<file path="src/hw/rtl/nat_pkg.sv">
// shared types and constants for the network node address table
package nat_pkg;

   // payload widths
   localparam int CMD_W    = 3;
   localparam int LONG_W   = 64;
   localparam int SHORT_W  = 16;
   localparam int TIME_W   = 32;
   localparam int STATUS_W = 2;
   localparam int COUNT_W  = 5;

   // command codes
   localparam logic [CMD_W-1:0] CMD_ADD     = 3'd0;
   localparam logic [CMD_W-1:0] CMD_APPEND  = 3'd1;
   localparam logic [CMD_W-1:0] CMD_REMOVE  = 3'd2;
   localparam logic [CMD_W-1:0] CMD_QUERY   = 3'd3;
   localparam logic [CMD_W-1:0] CMD_REFRESH = 3'd4;

   // status codes
   localparam logic [STATUS_W-1:0] ST_OK        = 2'd0;
   localparam logic [STATUS_W-1:0] ST_FULL      = 2'd1;
   localparam logic [STATUS_W-1:0] ST_NOT_FOUND = 2'd2;

   // timeout register reset value
   localparam logic [TIME_W-1:0] TIMEOUT_RESET = 32'd3600000;

   // one table entry as stored in memory
   typedef struct packed {
      logic [LONG_W-1:0]  long_addr;
      logic [SHORT_W-1:0] nwk_addr;
      logic               active;
      logic [TIME_W-1:0]  seen_ms;
   } entry_type;

   localparam int ENTRY_W = $bits(entry_type);

   // memory write source selected by the controller
   typedef enum logic [1:0] {
      WR_NONE,
      WR_D,
      WR_APPEND,
      WR_REFRESH
   } wr_type;

   // controller to datapath commands
   typedef struct packed {
      logic   load;
      logic   rd_en;
      logic   rd_move;
      wr_type wr;
      logic   set_result;
      logic   dec_count;
      logic   rsp_load;
   } ctl_type;

   // datapath to controller status
   typedef struct packed {
      logic [CMD_W-1:0] cmd;
      logic             long_hit;
      logic             short_hit;
      logic             long_short_eq;
      logic             full;
   } sts_type;

endpackage

</file>
<file path="src/hw/rtl/nat_if.sv">
// request and response channel interfaces of the node address table
interface nat_req_if import nat_pkg::*; ();
   logic                valid;
   logic                ready;
   logic [CMD_W-1:0]    command;
   logic [LONG_W-1:0]   long_addr;
   logic [SHORT_W-1:0]  nwk_addr;
   logic [TIME_W-1:0]   now_ms;

   modport source (output valid, command, long_addr, nwk_addr, now_ms, input ready);
   modport sink (input valid, command, long_addr, nwk_addr, now_ms, output ready);
endinterface

interface nat_rsp_if import nat_pkg::*; ();
   logic                valid;
   logic                ready;
   logic [STATUS_W-1:0] status;
   logic                available;
   logic [LONG_W-1:0]   found_long_addr;
   logic [COUNT_W-1:0]  entry_count;

   modport source (output valid, status, available, found_long_addr, entry_count,
                   input ready);
   modport sink (input valid, status, available, found_long_addr, entry_count,
                 output ready);
endinterface

</file>
<file path="src/hw/rtl/nat_ram.sv">
// generic simple dual-port ram with registered read
module nat_ram #(
   parameter int WIDTH = 8,
   parameter int DEPTH = 16,
   localparam int ADDR_W = $clog2(DEPTH)
) (
   input  logic              clock,
   input  logic              wr_en,
   input  logic [ADDR_W-1:0] wr_addr,
   input  logic [WIDTH-1:0]  wr_data,
   input  logic              rd_en,
   input  logic [ADDR_W-1:0] rd_addr,
   output logic [WIDTH-1:0]  rd_data
);

   logic [WIDTH-1:0] mem_ff [DEPTH];

   // write port and registered read port
   always_ff @(posedge clock) begin
      if (wr_en) begin
         mem_ff[wr_addr] <= wr_data;
      end
      if (rd_en) begin
         rd_data <= mem_ff[rd_addr];
      end
   end

endmodule

</file>
<file path="src/hw/rtl/nat_datapath.sv">
// datapath of the node address table: entry memory, search, compaction, results
module nat_datapath import nat_pkg::*; #(
   parameter int TABLE_DEPTH = 16,
   localparam int IDX_W = $clog2(TABLE_DEPTH),
   localparam int CNT_W = $clog2(TABLE_DEPTH + 1)
) (
   input  logic                clock,
   input  logic                reset,
   input  logic                csr_wr_en,
   input  logic [TIME_W-1:0]   csr_wr_data,
   input  logic [CMD_W-1:0]    req_command,
   input  logic [LONG_W-1:0]   req_long_addr,
   input  logic [SHORT_W-1:0]  req_nwk_addr,
   input  logic [TIME_W-1:0]   req_now_ms,
   input  ctl_type             ctl,
   input  logic [IDX_W-1:0]    rd_addr,
   output sts_type             sts,
   output logic [IDX_W-1:0]    short_idx,
   output logic [CNT_W-1:0]    count,
   output logic [STATUS_W-1:0] rsp_status,
   output logic                rsp_available,
   output logic [LONG_W-1:0]   rsp_found_long_addr,
   output logic [COUNT_W-1:0]  rsp_entry_count
);

   logic [CMD_W-1:0]    cmd_ff;
   logic [LONG_W-1:0]   la_ff;
   logic [SHORT_W-1:0]  sa_ff;
   logic [TIME_W-1:0]   now_ff;
   logic [TIME_W-1:0]   timeout_ff;
   logic [CNT_W-1:0]    count_ff;
   logic                long_hit_ff;
   logic [IDX_W-1:0]    long_idx_ff;
   logic [SHORT_W-1:0]  long_short_ff;
   logic                short_hit_ff;
   logic [IDX_W-1:0]    short_idx_ff;
   entry_type           short_word_ff;
   logic                cmp_en_ff;
   logic [IDX_W-1:0]    cmp_idx_ff;
   logic                mv_pend_ff;
   logic [IDX_W-1:0]    mv_dst_ff;
   logic [STATUS_W-1:0] res_status_ff;
   logic                res_avail_ff;
   logic [LONG_W-1:0]   res_found_ff;
   logic [STATUS_W-1:0] res_status_in;
   logic                res_avail_in;
   logic [LONG_W-1:0]   res_found_in;
   logic [STATUS_W-1:0] rsp_status_ff;
   logic                rsp_avail_ff;
   logic [LONG_W-1:0]   rsp_found_ff;
   logic [COUNT_W-1:0]  rsp_count_ff;

   entry_type           rd_data;
   entry_type           wr_data;
   entry_type           new_entry;
   entry_type           refresh_entry;
   logic                wr_en;
   logic [IDX_W-1:0]    wr_addr;
   logic [TIME_W-1:0]   age;
   logic                full;
   logic                short_cmd;

   nat_ram #(
      .WIDTH(ENTRY_W),
      .DEPTH(TABLE_DEPTH)
   ) u_ram (
      .clock  (clock),
      .wr_en  (wr_en),
      .wr_addr(wr_addr),
      .wr_data(wr_data),
      .rd_en  (ctl.rd_en),
      .rd_addr(rd_addr),
      .rd_data(rd_data)
   );

   // entry images for the write port
   always_comb begin
      new_entry.long_addr   = la_ff;
      new_entry.nwk_addr    = sa_ff;
      new_entry.active      = 1'b1;
      new_entry.seen_ms     = now_ff;
      refresh_entry         = short_word_ff;
      refresh_entry.seen_ms = now_ff;
   end

   // write source: pending compaction move, else controller command
   always_comb begin
      wr_en   = 1'b0;
      wr_addr = mv_dst_ff;
      wr_data = rd_data;
      priority if (mv_pend_ff) begin
         wr_en = 1'b1;
      end else begin
         unique case (ctl.wr)
            WR_D: begin
               wr_en   = 1'b1;
               wr_addr = long_idx_ff;
               wr_data = new_entry;
            end
            WR_APPEND: begin
               wr_en   = 1'b1;
               wr_addr = count_ff[IDX_W-1:0];
               wr_data = new_entry;
            end
            WR_REFRESH: begin
               wr_en   = 1'b1;
               wr_addr = short_idx_ff;
               wr_data = refresh_entry;
            end
            WR_NONE: begin
            end
         endcase
      end
   end

   assign full      = (count_ff == CNT_W'(TABLE_DEPTH));
   assign short_cmd = (cmd_ff == CMD_REMOVE) || (cmd_ff == CMD_QUERY) ||
                      (cmd_ff == CMD_REFRESH);
   assign age       = now_ff - short_word_ff.seen_ms;

   // result of the transaction from the search outcome
   always_comb begin
      unique case (cmd_ff)
         CMD_ADD:     res_status_in = (!long_hit_ff && full) ? ST_FULL : ST_OK;
         CMD_APPEND:  res_status_in = full ? ST_FULL : ST_OK;
         CMD_REMOVE,
         CMD_QUERY,
         CMD_REFRESH: res_status_in = short_hit_ff ? ST_OK : ST_NOT_FOUND;
         default:     res_status_in = ST_OK;
      endcase
      res_avail_in = (cmd_ff == CMD_QUERY) && short_hit_ff && short_word_ff.active &&
                     (age < timeout_ff);
      res_found_in = (short_cmd && short_hit_ff) ? short_word_ff.long_addr : '0;
   end

   // control registers
   always_ff @(posedge clock) begin
      if (reset) begin
         timeout_ff <= TIMEOUT_RESET;
         count_ff   <= '0;
         cmp_en_ff  <= 1'b0;
         mv_pend_ff <= 1'b0;
      end else begin
         if (csr_wr_en) begin
            timeout_ff <= csr_wr_data;
         end
         cmp_en_ff  <= ctl.rd_en && !ctl.rd_move;
         mv_pend_ff <= ctl.rd_en && ctl.rd_move;
         priority if (ctl.dec_count) begin
            count_ff <= count_ff - CNT_W'(1);
         end else if (ctl.wr == WR_APPEND) begin
            count_ff <= count_ff + CNT_W'(1);
         end
      end
   end

   // transaction capture, search tracking and result registers
   always_ff @(posedge clock) begin
      cmp_idx_ff <= rd_addr;
      mv_dst_ff  <= rd_addr - IDX_W'(1);
      if (ctl.load) begin
         cmd_ff       <= req_command;
         la_ff        <= req_long_addr;
         sa_ff        <= req_nwk_addr;
         now_ff       <= req_now_ms;
         long_hit_ff  <= 1'b0;
         short_hit_ff <= 1'b0;
      end else if (cmp_en_ff) begin
         if (!long_hit_ff && (rd_data.long_addr == la_ff)) begin
            long_hit_ff   <= 1'b1;
            long_idx_ff   <= cmp_idx_ff;
            long_short_ff <= rd_data.nwk_addr;
         end
         if (!short_hit_ff && (rd_data.nwk_addr == sa_ff)) begin
            short_hit_ff  <= 1'b1;
            short_idx_ff  <= cmp_idx_ff;
            short_word_ff <= rd_data;
         end
      end
      // matched entry slides down when an earlier entry is evicted
      if (ctl.dec_count && (short_idx_ff < long_idx_ff)) begin
         long_idx_ff <= long_idx_ff - IDX_W'(1);
      end
      if (ctl.set_result) begin
         res_status_ff <= res_status_in;
         res_avail_ff  <= res_avail_in;
         res_found_ff  <= res_found_in;
      end
      if (ctl.rsp_load) begin
         rsp_status_ff <= res_status_ff;
         rsp_avail_ff  <= res_avail_ff;
         rsp_found_ff  <= res_found_ff;
         rsp_count_ff  <= COUNT_W'(count_ff);
      end
   end

   assign sts.cmd           = cmd_ff;
   assign sts.long_hit      = long_hit_ff;
   assign sts.short_hit     = short_hit_ff;
   assign sts.long_short_eq = (long_short_ff == sa_ff);
   assign sts.full          = full;
   assign short_idx         = short_idx_ff;
   assign count             = count_ff;

   assign rsp_status          = rsp_status_ff;
   assign rsp_available       = rsp_avail_ff;
   assign rsp_found_long_addr = rsp_found_ff;
   assign rsp_entry_count     = rsp_count_ff;

   // a compaction move never collides with a controller write
   a_no_wr_collision: assert property (@(posedge clock) disable iff (reset)
      !(mv_pend_ff && (ctl.wr != WR_NONE)))
      else $error("compaction move and controller write in the same cycle");

   // entry count stays within the table
   a_count_bound: assert property (@(posedge clock) disable iff (reset)
      count_ff <= CNT_W'(TABLE_DEPTH))
      else $error("entry count beyond table depth");

   // removal only from a non-empty table
   a_dec_nonempty: assert property (@(posedge clock) disable iff (reset)
      ctl.dec_count |-> (count_ff != '0))
      else $error("entry removed from an empty table");

   // append never on a full table
   a_append_room: assert property (@(posedge clock) disable iff (reset)
      (ctl.wr == WR_APPEND) |-> !full)
      else $error("append on a full table");

endmodule

</file>
<file path="src/hw/rtl/nat_controller.sv">
// controller state machine of the node address table
module nat_controller import nat_pkg::*; #(
   parameter int TABLE_DEPTH = 16,
   localparam int IDX_W = $clog2(TABLE_DEPTH),
   localparam int CNT_W = $clog2(TABLE_DEPTH + 1)
) (
   input  logic             clock,
   input  logic             reset,
   input  logic             req_valid,
   output logic             req_ready,
   output logic             rsp_valid,
   input  logic             rsp_ready,
   input  sts_type          sts,
   input  logic [IDX_W-1:0] short_idx,
   input  logic [CNT_W-1:0] count,
   output ctl_type          ctl,
   output logic [IDX_W-1:0] rd_addr
);

   typedef enum logic [2:0] {
      IDLE,
      SCAN,
      SCAN_END,
      DECIDE,
      SHIFT,
      SHIFT_END,
      UPD_D,
      DONE
   } state_type;

   state_type        state_ff;
   state_type        state_in;
   logic [CNT_W-1:0] idx_ff;
   logic [CNT_W-1:0] idx_in;
   logic             rsp_valid_ff;
   logic             rsp_valid_in;
   logic             skip_scan;

   assign skip_scan = (sts.cmd == CMD_APPEND) || (sts.cmd > CMD_REFRESH);

   // next state and command decode
   always_comb begin
      state_in = state_ff;
      idx_in   = idx_ff;
      ctl      = '0;
      ctl.wr   = WR_NONE;
      unique case (state_ff)
         IDLE: begin
            if (req_valid) begin
               ctl.load = 1'b1;
               idx_in   = '0;
               state_in = SCAN;
            end
         end
         SCAN: begin
            priority if (skip_scan) begin
               state_in = DECIDE;
            end else if (idx_ff < count) begin
               ctl.rd_en = 1'b1;
               idx_in    = idx_ff + CNT_W'(1);
            end else begin
               state_in = SCAN_END;
            end
         end
         SCAN_END: begin
            state_in = DECIDE;
         end
         DECIDE: begin
            ctl.set_result = 1'b1;
            state_in       = DONE;
            unique case (sts.cmd)
               CMD_ADD: begin
                  priority if (sts.long_hit && !sts.long_short_eq && sts.short_hit) begin
                     idx_in   = CNT_W'(short_idx) + CNT_W'(1);
                     state_in = SHIFT;
                  end else if (sts.long_hit) begin
                     state_in = UPD_D;
                  end else if (!sts.full) begin
                     ctl.wr = WR_APPEND;
                  end
               end
               CMD_APPEND: begin
                  if (!sts.full) begin
                     ctl.wr = WR_APPEND;
                  end
               end
               CMD_REMOVE: begin
                  if (sts.short_hit) begin
                     idx_in   = CNT_W'(short_idx) + CNT_W'(1);
                     state_in = SHIFT;
                  end
               end
               CMD_REFRESH: begin
                  if (sts.short_hit) begin
                     ctl.wr = WR_REFRESH;
                  end
               end
               default: begin
               end
            endcase
         end
         SHIFT: begin
            // read entry idx, datapath writes it one slot lower next cycle
            if (idx_ff < count) begin
               ctl.rd_en   = 1'b1;
               ctl.rd_move = 1'b1;
               idx_in      = idx_ff + CNT_W'(1);
            end else begin
               state_in = SHIFT_END;
            end
         end
         SHIFT_END: begin
            ctl.dec_count = 1'b1;
            state_in      = (sts.cmd == CMD_ADD) ? UPD_D : DONE;
         end
         UPD_D: begin
            ctl.wr   = WR_D;
            state_in = DONE;
         end
         DONE: begin
            if (!rsp_valid_ff || rsp_ready) begin
               ctl.rsp_load = 1'b1;
               state_in     = IDLE;
            end
         end
      endcase
      rsp_valid_in = ctl.rsp_load || (rsp_valid_ff && !rsp_ready);
   end

   // state and registered outputs
   always_ff @(posedge clock) begin
      if (reset) begin
         state_ff     <= IDLE;
         idx_ff       <= '0;
         rsp_valid_ff <= 1'b0;
      end else begin
         state_ff     <= state_in;
         idx_ff       <= idx_in;
         rsp_valid_ff <= rsp_valid_in;
      end
   end

   assign req_ready = (state_ff == IDLE);
   assign rsp_valid = rsp_valid_ff;
   assign rd_addr   = idx_ff[IDX_W-1:0];

   // a waiting result is never overwritten
   a_no_overwrite: assert property (@(posedge clock) disable iff (reset)
      ctl.rsp_load |-> !(rsp_valid_ff && !rsp_ready))
      else $error("response register overwritten while stalled");

   // compaction never reads slot zero as a source
   a_shift_src: assert property (@(posedge clock) disable iff (reset)
      (state_ff == SHIFT) |-> (idx_ff != '0))
      else $error("compaction source index is zero");

endmodule

</file>
<file path="src/hw/rtl/network_node_address_table_top.sv">
// top level of the network node address table
//
//  channel   dir  handshake           payload
//  req_chan  in   valid/ready         command, long_addr, nwk_addr, now_ms
//  rsp_chan  out  valid/ready         status, available, found_long_addr, entry_count
//  csr       in   csr_wr_en           csr_wr_data (timeout_ms)
//
// one transaction at a time; a search reads one ram entry per cycle, then moves on to
// the decision and the result; append and unused codes skip the search
// removal or eviction adds compaction of the entries above the removed one, one ram
// read and one ram write per cycle; an add that finds its node adds an update state
// reset is synchronous: count cleared, timeout back to its default, ram not cleared
// a new request is taken while the previous result waits in the response register

module network_node_address_table_top import nat_pkg::*; #(
   parameter int TABLE_DEPTH = 16
) (
   input  logic               clock,
   input  logic               reset,
   nat_req_if.sink            req_chan,
   nat_rsp_if.source          rsp_chan,
   input  logic               csr_wr_en,
   input  logic [TIME_W-1:0]  csr_wr_data
);

   localparam int IDX_W = $clog2(TABLE_DEPTH);
   localparam int CNT_W = $clog2(TABLE_DEPTH + 1);

   ctl_type          ctl;
   sts_type          sts;
   logic [IDX_W-1:0] rd_addr;
   logic [IDX_W-1:0] short_idx;
   logic [CNT_W-1:0] count;

   // sequencing
   nat_controller #(
      .TABLE_DEPTH(TABLE_DEPTH)
   ) u_ctrl (
      .clock    (clock),
      .reset    (reset),
      .req_valid(req_chan.valid),
      .req_ready(req_chan.ready),
      .rsp_valid(rsp_chan.valid),
      .rsp_ready(rsp_chan.ready),
      .sts      (sts),
      .short_idx(short_idx),
      .count    (count),
      .ctl      (ctl),
      .rd_addr  (rd_addr)
   );

   // storage and arithmetic
   nat_datapath #(
      .TABLE_DEPTH(TABLE_DEPTH)
   ) u_dp (
      .clock              (clock),
      .reset              (reset),
      .csr_wr_en          (csr_wr_en),
      .csr_wr_data        (csr_wr_data),
      .req_command        (req_chan.command),
      .req_long_addr      (req_chan.long_addr),
      .req_nwk_addr       (req_chan.nwk_addr),
      .req_now_ms         (req_chan.now_ms),
      .ctl                (ctl),
      .rd_addr            (rd_addr),
      .sts                (sts),
      .short_idx          (short_idx),
      .count              (count),
      .rsp_status         (rsp_chan.status),
      .rsp_available      (rsp_chan.available),
      .rsp_found_long_addr(rsp_chan.found_long_addr),
      .rsp_entry_count    (rsp_chan.entry_count)
   );

endmodule
</file>
<file path="src/flat_wrapper.sv">
// flat-port wrapper written by rule: the top's interface ports become plain ports
module network_node_address_table_top_flat import nat_pkg::*;
#(
   parameter int TABLE_DEPTH = 16
)
  (clock, reset, csr_wr_en, csr_wr_data, req_chan_valid, req_chan_command, req_chan_long_addr, req_chan_nwk_addr, req_chan_now_ms, req_chan_ready, rsp_chan_valid, rsp_chan_status, rsp_chan_available, rsp_chan_found_long_addr, rsp_chan_entry_count, rsp_chan_ready);
  nat_req_if req_chan_i ();
  nat_rsp_if rsp_chan_i ();
  input  logic clock;
  input  logic reset;
  input  logic csr_wr_en;
  input  logic [TIME_W-1:0] csr_wr_data;
  input wire logic [$bits(req_chan_i.valid)-1:0] req_chan_valid;
  input wire logic [$bits(req_chan_i.command)-1:0] req_chan_command;
  input wire logic [$bits(req_chan_i.long_addr)-1:0] req_chan_long_addr;
  input wire logic [$bits(req_chan_i.nwk_addr)-1:0] req_chan_nwk_addr;
  input wire logic [$bits(req_chan_i.now_ms)-1:0] req_chan_now_ms;
  output wire logic [$bits(req_chan_i.ready)-1:0] req_chan_ready;
  output wire logic [$bits(rsp_chan_i.valid)-1:0] rsp_chan_valid;
  output wire logic [$bits(rsp_chan_i.status)-1:0] rsp_chan_status;
  output wire logic [$bits(rsp_chan_i.available)-1:0] rsp_chan_available;
  output wire logic [$bits(rsp_chan_i.found_long_addr)-1:0] rsp_chan_found_long_addr;
  output wire logic [$bits(rsp_chan_i.entry_count)-1:0] rsp_chan_entry_count;
  input wire logic [$bits(rsp_chan_i.ready)-1:0] rsp_chan_ready;
  assign req_chan_i.valid = req_chan_valid;
  assign req_chan_i.command = req_chan_command;
  assign req_chan_i.long_addr = req_chan_long_addr;
  assign req_chan_i.nwk_addr = req_chan_nwk_addr;
  assign req_chan_i.now_ms = req_chan_now_ms;
  assign req_chan_ready = req_chan_i.ready;
  assign rsp_chan_valid = rsp_chan_i.valid;
  assign rsp_chan_status = rsp_chan_i.status;
  assign rsp_chan_available = rsp_chan_i.available;
  assign rsp_chan_found_long_addr = rsp_chan_i.found_long_addr;
  assign rsp_chan_entry_count = rsp_chan_i.entry_count;
  assign rsp_chan_i.ready = rsp_chan_ready;
  network_node_address_table_top #(.TABLE_DEPTH(TABLE_DEPTH)) u_core (.clock(clock), .reset(reset), .req_chan(req_chan_i), .rsp_chan(rsp_chan_i), .csr_wr_en(csr_wr_en), .csr_wr_data(csr_wr_data));
endmodule
</file>
<file path="config.mk">
export PLATFORM = sky130hd
export DESIGN_NAME = network_node_address_table_top_flat
export DESIGN_NICKNAME = d
export VERILOG_FILES = /design/src/hw/rtl/nat_pkg.sv /design/src/hw/rtl/nat_if.sv /design/src/hw/rtl/nat_ram.sv /design/src/hw/rtl/nat_datapath.sv /design/src/hw/rtl/nat_controller.sv /design/src/hw/rtl/network_node_address_table_top.sv /design/src/flat_wrapper.sv
export SDC_FILE = /design/constraint.sdc
export NUM_CORES = 2
export LEC_CHECK = 0
export BUFFER_PORTS_ARGS = -buffer_cell sky130_fd_sc_hd__buf_2
export CAP_MARGIN = 20
export CORE_ASPECT_RATIO = 2
export CORE_MARGIN = 5
export CORE_UTILIZATION = 56
export CTS_BUF_LIST = sky130_fd_sc_hd__clkbuf_8 sky130_fd_sc_hd__clkbuf_16
export CTS_CLUSTER_DIAMETER = 100
export CTS_CLUSTER_SIZE = 28
export DETAILED_ROUTE_END_ITERATION = 7
export PLACE_DENSITY = 0.75
export SETUP_SLACK_MARGIN = 0.4
export SYNTH_ARGS = -nofsm -noshare
export SYNTH_HDL_FRONTEND = slang
export SYNTH_SLANG_ARGS = --single-unit
</file>
<file path="constraint.sdc">
create_clock -name clock -period 12.98 [get_ports clock]
set_input_delay 1.298 -clock clock [delete_from_list [all_inputs] [get_ports clock]]
set_output_delay 1.298 -clock clock [all_outputs]
set_load 0.01 [all_outputs]
</file>
==> run_results.csv <==
group,metric,value,unit
status,outcome,"finished, final reports clean",
placement,place.gp.congestion,0.901,
floorplan,die_h,582,µm
critical_path,crit_fanout,72,
timing,setup_tns,0,ps
placement,place_hpwl,129000,µm
routing,antenna_left,0,
synth,async_flop_share,0,%
timing,rsz0062_at_grt,"false",
critical_path,worstPathRequired,13320,ps
clock_tree,clkSinkCount,2370,
synth,yosysTopAreaCell,"edfxtp_1",
critical_path,cp-start-kind,"flop",
final_layout,nets,4724,
power,p_total,14300,µW
floorplan,dieArea,172000,µm²
timing,setup_violations,0,
hold_path,hold_depth,0,
placement,portBuffers,225,
clock_tree,cts_max_level,3,
global_routing,grt_pass1_wl,316000,µm
power,power_per_cell_area,146,nW/µm²
synth,mappedNetlistArea,91700,µm²
power,leakage,0.0304,µW
global_routing,grt_max_degree,142,
synth,yosys.area.top_type_share,75.7,%
hold_path,min_from,"u_core.u_dp.res_found_ff[2]",
global_routing,grt_usage,25.4,%
floorplan,initial_core_util,56.2,%
final_layout,stdcell_area,98100,µm²
synth,synth_top_flop_cell,"edfxtp_1",
floorplan,die_x,296,µm
clock_tree,postCtsSetupRepairBufs,0,
synth,synthCells,4286,
routing,drt_iter0_drc,5488,
timing,hold_viol,0,
timing,skew,46.0,ps
final_layout,synthToLayoutAreaGrowth,7.06,%
clock_tree,holdBufCountCts,0,
synth,yosysUniqueCellTypes,70,
synth,ys_seq_area_share,77.0,%
clock_tree,cts_max_path_buffers,3,
power,ir_drop,0.000176,V
synth,ys_top_cells_by_area,"edfxtp_1 (76%), mux4_2 (14%), dfxtp_1 (1.3%)",
synth,syn_nets,4520,
floorplan,num_rows,210,
routing,wirelength,220000,µm
hold_path,hp-class,"reg2reg",
critical_path,worst_setup_path_end_kind,"flop",
critical_path,r2r_slack,5970,ps
run,max_cap_violations,0,
hold_path,min_to,"u_core.u_dp.rsp_found_long_addr[2]",
critical_path,r2r-end,"u_core.u_dp.u_ram.mem_ff[11][23]",
routing,viasPerCell,6.63,
timing,fin_crit_sh,54.0,%
critical_path,r2r_start,"u_core.u_ctrl.state_ff[1]",
timing,relSlewSlack,21.3,%
clock_tree,cts_root_buf,"clkbuf_16",
timing,fin_crit,7010,ps
timing,worstMarginPinSlew,1180,ps
routing,remaining_drc_errors,0,
global_routing,grt_pass1_vias,45100,
global_routing,gr-total-overflow,0,
global_routing,antenna_found_initial,10,
clock_tree,cts_buffers,94,
final_layout,layout-drive-gt1-share,22.5,%
floorplan,io_pins,226,
clock_tree,clkLatencyLatePin,740,ps
routing,firstDrtPassIters,7,
synth,synth-seq-cells,2370,
routing,wl_per_cell,33.1,µm
floorplan,core,163000,µm²
clock_tree,clk_pin_slew,110,ps
clock_tree,cts_tree,"done",
timing,finalMaxSlewViolations,0,
final_layout,fillerInstances,11100,
placement,dpl-instance-area,95500,µm²
critical_path,reg2reg_depth,14,
critical_path,path_class,"reg2reg",
critical_path,critPathArrivalTime,7350,ps
synth,yosysWarnings,0,
clock_tree,cts_resized,0,
synth,synth.avg_cell_area,21.4,µm²
synth,synth-edff-count,2312,
routing,num_vias,44000,
timing,clock.fmax,143,MHz
==> power by group <==
part | switching [µW] | internal, µW | leakage [µW]
Combinational | 1070 | 758 | 0.00765
Sequential | 180 | 8770 | 0.0214
Clock | 2160 | 1380 | 0.00134
Total | 3420 | 10900 | 0.0304
==> kinds of logic after synthesis <==
| kind of cell | after synthesis | synth area share (%) |
|---|---|---|
| AOI/OAI and AO/OA | 341 | 2.77 |
| xor gates and xnor gates | 121 | 1.16 |
| adders and majority gates | 82 | 1.14 |
| buffers and inverters | 303 | 1.31 |
| DFF | 2370 | 77.0 |
| muxes | 588 | 14.1 |
| and+or+nand+nor | 481 | 2.48 |
==> area by class of cell <==
| cell class | instances | area (µm²) | share of cell area [%] |
|---|---|---|---|
| clock inverter | 24 | 154 | 0.157 |
| multi-input combinational | 1613 | 20000 | 20.4 |
| clock buffer | 97 | 2430 | 2.47 |
| inverter | 100 | 388 | 0.395 |
| tap | 2120 | 2650 | 2.70 |
| timing repair buffer | 311 | 1850 | 1.89 |
| antenna | 4 | 10.0 | 0.0102 |
| sequential | 2370 | 70600 | 72.0 |
==> cell usage after synthesis (all sizes together) (60+ instances only) <==
cell and count:
nor2 229, xnor2 75, buf 60, inv 100, edfxtp 2312, clkbuf 143
nand2 61, a221oi 85, a21oi 62, mux4 565, and2 69, ha 80
==> routing by layer <==
metal	wire length, µm	share of wire, %	global-route usage, %	vias to the layer above
li1	-	-	-	18000
met2	115000	52	44.1	2484
met5	0	0	0	-
met3	18800	8.6	3.88	339
met4	8360	3.8	8.40	0
met1	77600	35	33.4	23200
==> worst max-delay path, stage by stage, from the launching register on <==
cell and delay, ps:
dfxtp_1 430, and2_1 310, nand2b_1 250, clkinv_2 160
nand3_1 180, ha_1 260, or2_4 140, buf_4 620
buf_4 940, nand2_1 170, o21ai_0 150, nand2_1 290
nor2_4 890, buf_4 750, buf_4 930
==> worst max-delay path by stage <==
| stage | start | end | cells after the start |
|---|---|---|---|
| 2_1_floorplan | u_core.u_ctrl.state_ff[1] | u_core.u_dp.u_ram.mem_ff[13][0] | 11 |
| 3_3_place_gp | u_core.u_dp.count[0] | u_core.u_dp.u_ram.mem_ff[11][91] | 15 |
| 3_5_place_dp | u_core.u_ctrl.state_ff[1] | u_core.u_dp.u_ram.mem_ff[11][91] | 14 |
| 4_1_cts | u_core.u_ctrl.state_ff[1] | u_core.u_dp.u_ram.mem_ff[11][14] | 14 |
| 5_1_grt | u_core.u_ctrl.state_ff[1] | u_core.u_dp.u_ram.mem_ff[11][23] | 14 |
| 6_report | u_core.u_ctrl.state_ff[1] | u_core.u_dp.u_ram.mem_ff[11][23] | 14 |
==> flip-flops by register name, indices dropped and copies added (netlist names), 16 cells and up <==
name / flops
u_core.u_dp.u_ram.mem_ff: 1808
u_core.u_dp.u_ram.rd_data: 113
u_core.u_dp.refresh_entry: 81
u_core.u_dp.la_ff: 64
u_core.u_dp.res_found_ff: 64
u_core.u_dp.rsp_found_long_addr: 64
u_core.u_dp.now_ff: 32
u_core.u_dp.short_word_ff: 32
u_core.u_dp.timeout_ff: 32
u_core.u_dp.long_short_ff: 16
u_core.u_dp.sa_ff: 16
==> cell usage in the layout (no fill, tap or decap), drive strengths merged, types with 5 or more instances in the layout <==
| master | n |
|---|---|
| nand3 | 17 |
| inv | 120 |
| edfxtp | 2312 |
| o31ai | 6 |
| o211ai | 21 |
| and3 | 5 |
| xor2 | 46 |
| ha | 80 |
| nand2b | 18 |
| mux2i | 22 |
| a21oi | 62 |
| xnor2 | 75 |
| nor4 | 16 |
| mux4 | 565 |
| a21o | 25 |
| and2 | 69 |
| a211oi | 12 |
| nor3 | 11 |
| nor2b | 14 |
| nand4 | 27 |
| a22o | 32 |
| nor2 | 229 |
| buf | 309 |
| a222oi | 5 |
| o21bai | 7 |
| o21ai | 32 |
| dfxtp | 58 |
| a221oi | 85 |
| nand2 | 61 |
| clkbuf | 99 |
| a211o | 5 |
| o21a | 12 |
==> metrics by stage <==
step	hold WS [ps]	cells	utilization, %	setup slack [ps]
after global placement	404	6506	58.5	6090
after detailed placement	405	6506	58.5	6030
after CTS	422	6627	60.1	5980
after global routing	435	6637	60.1	5660
after floorplan	326	4286	-	3830
final	421	6639	60.1	5970
(Power assumes the default switching activity.)
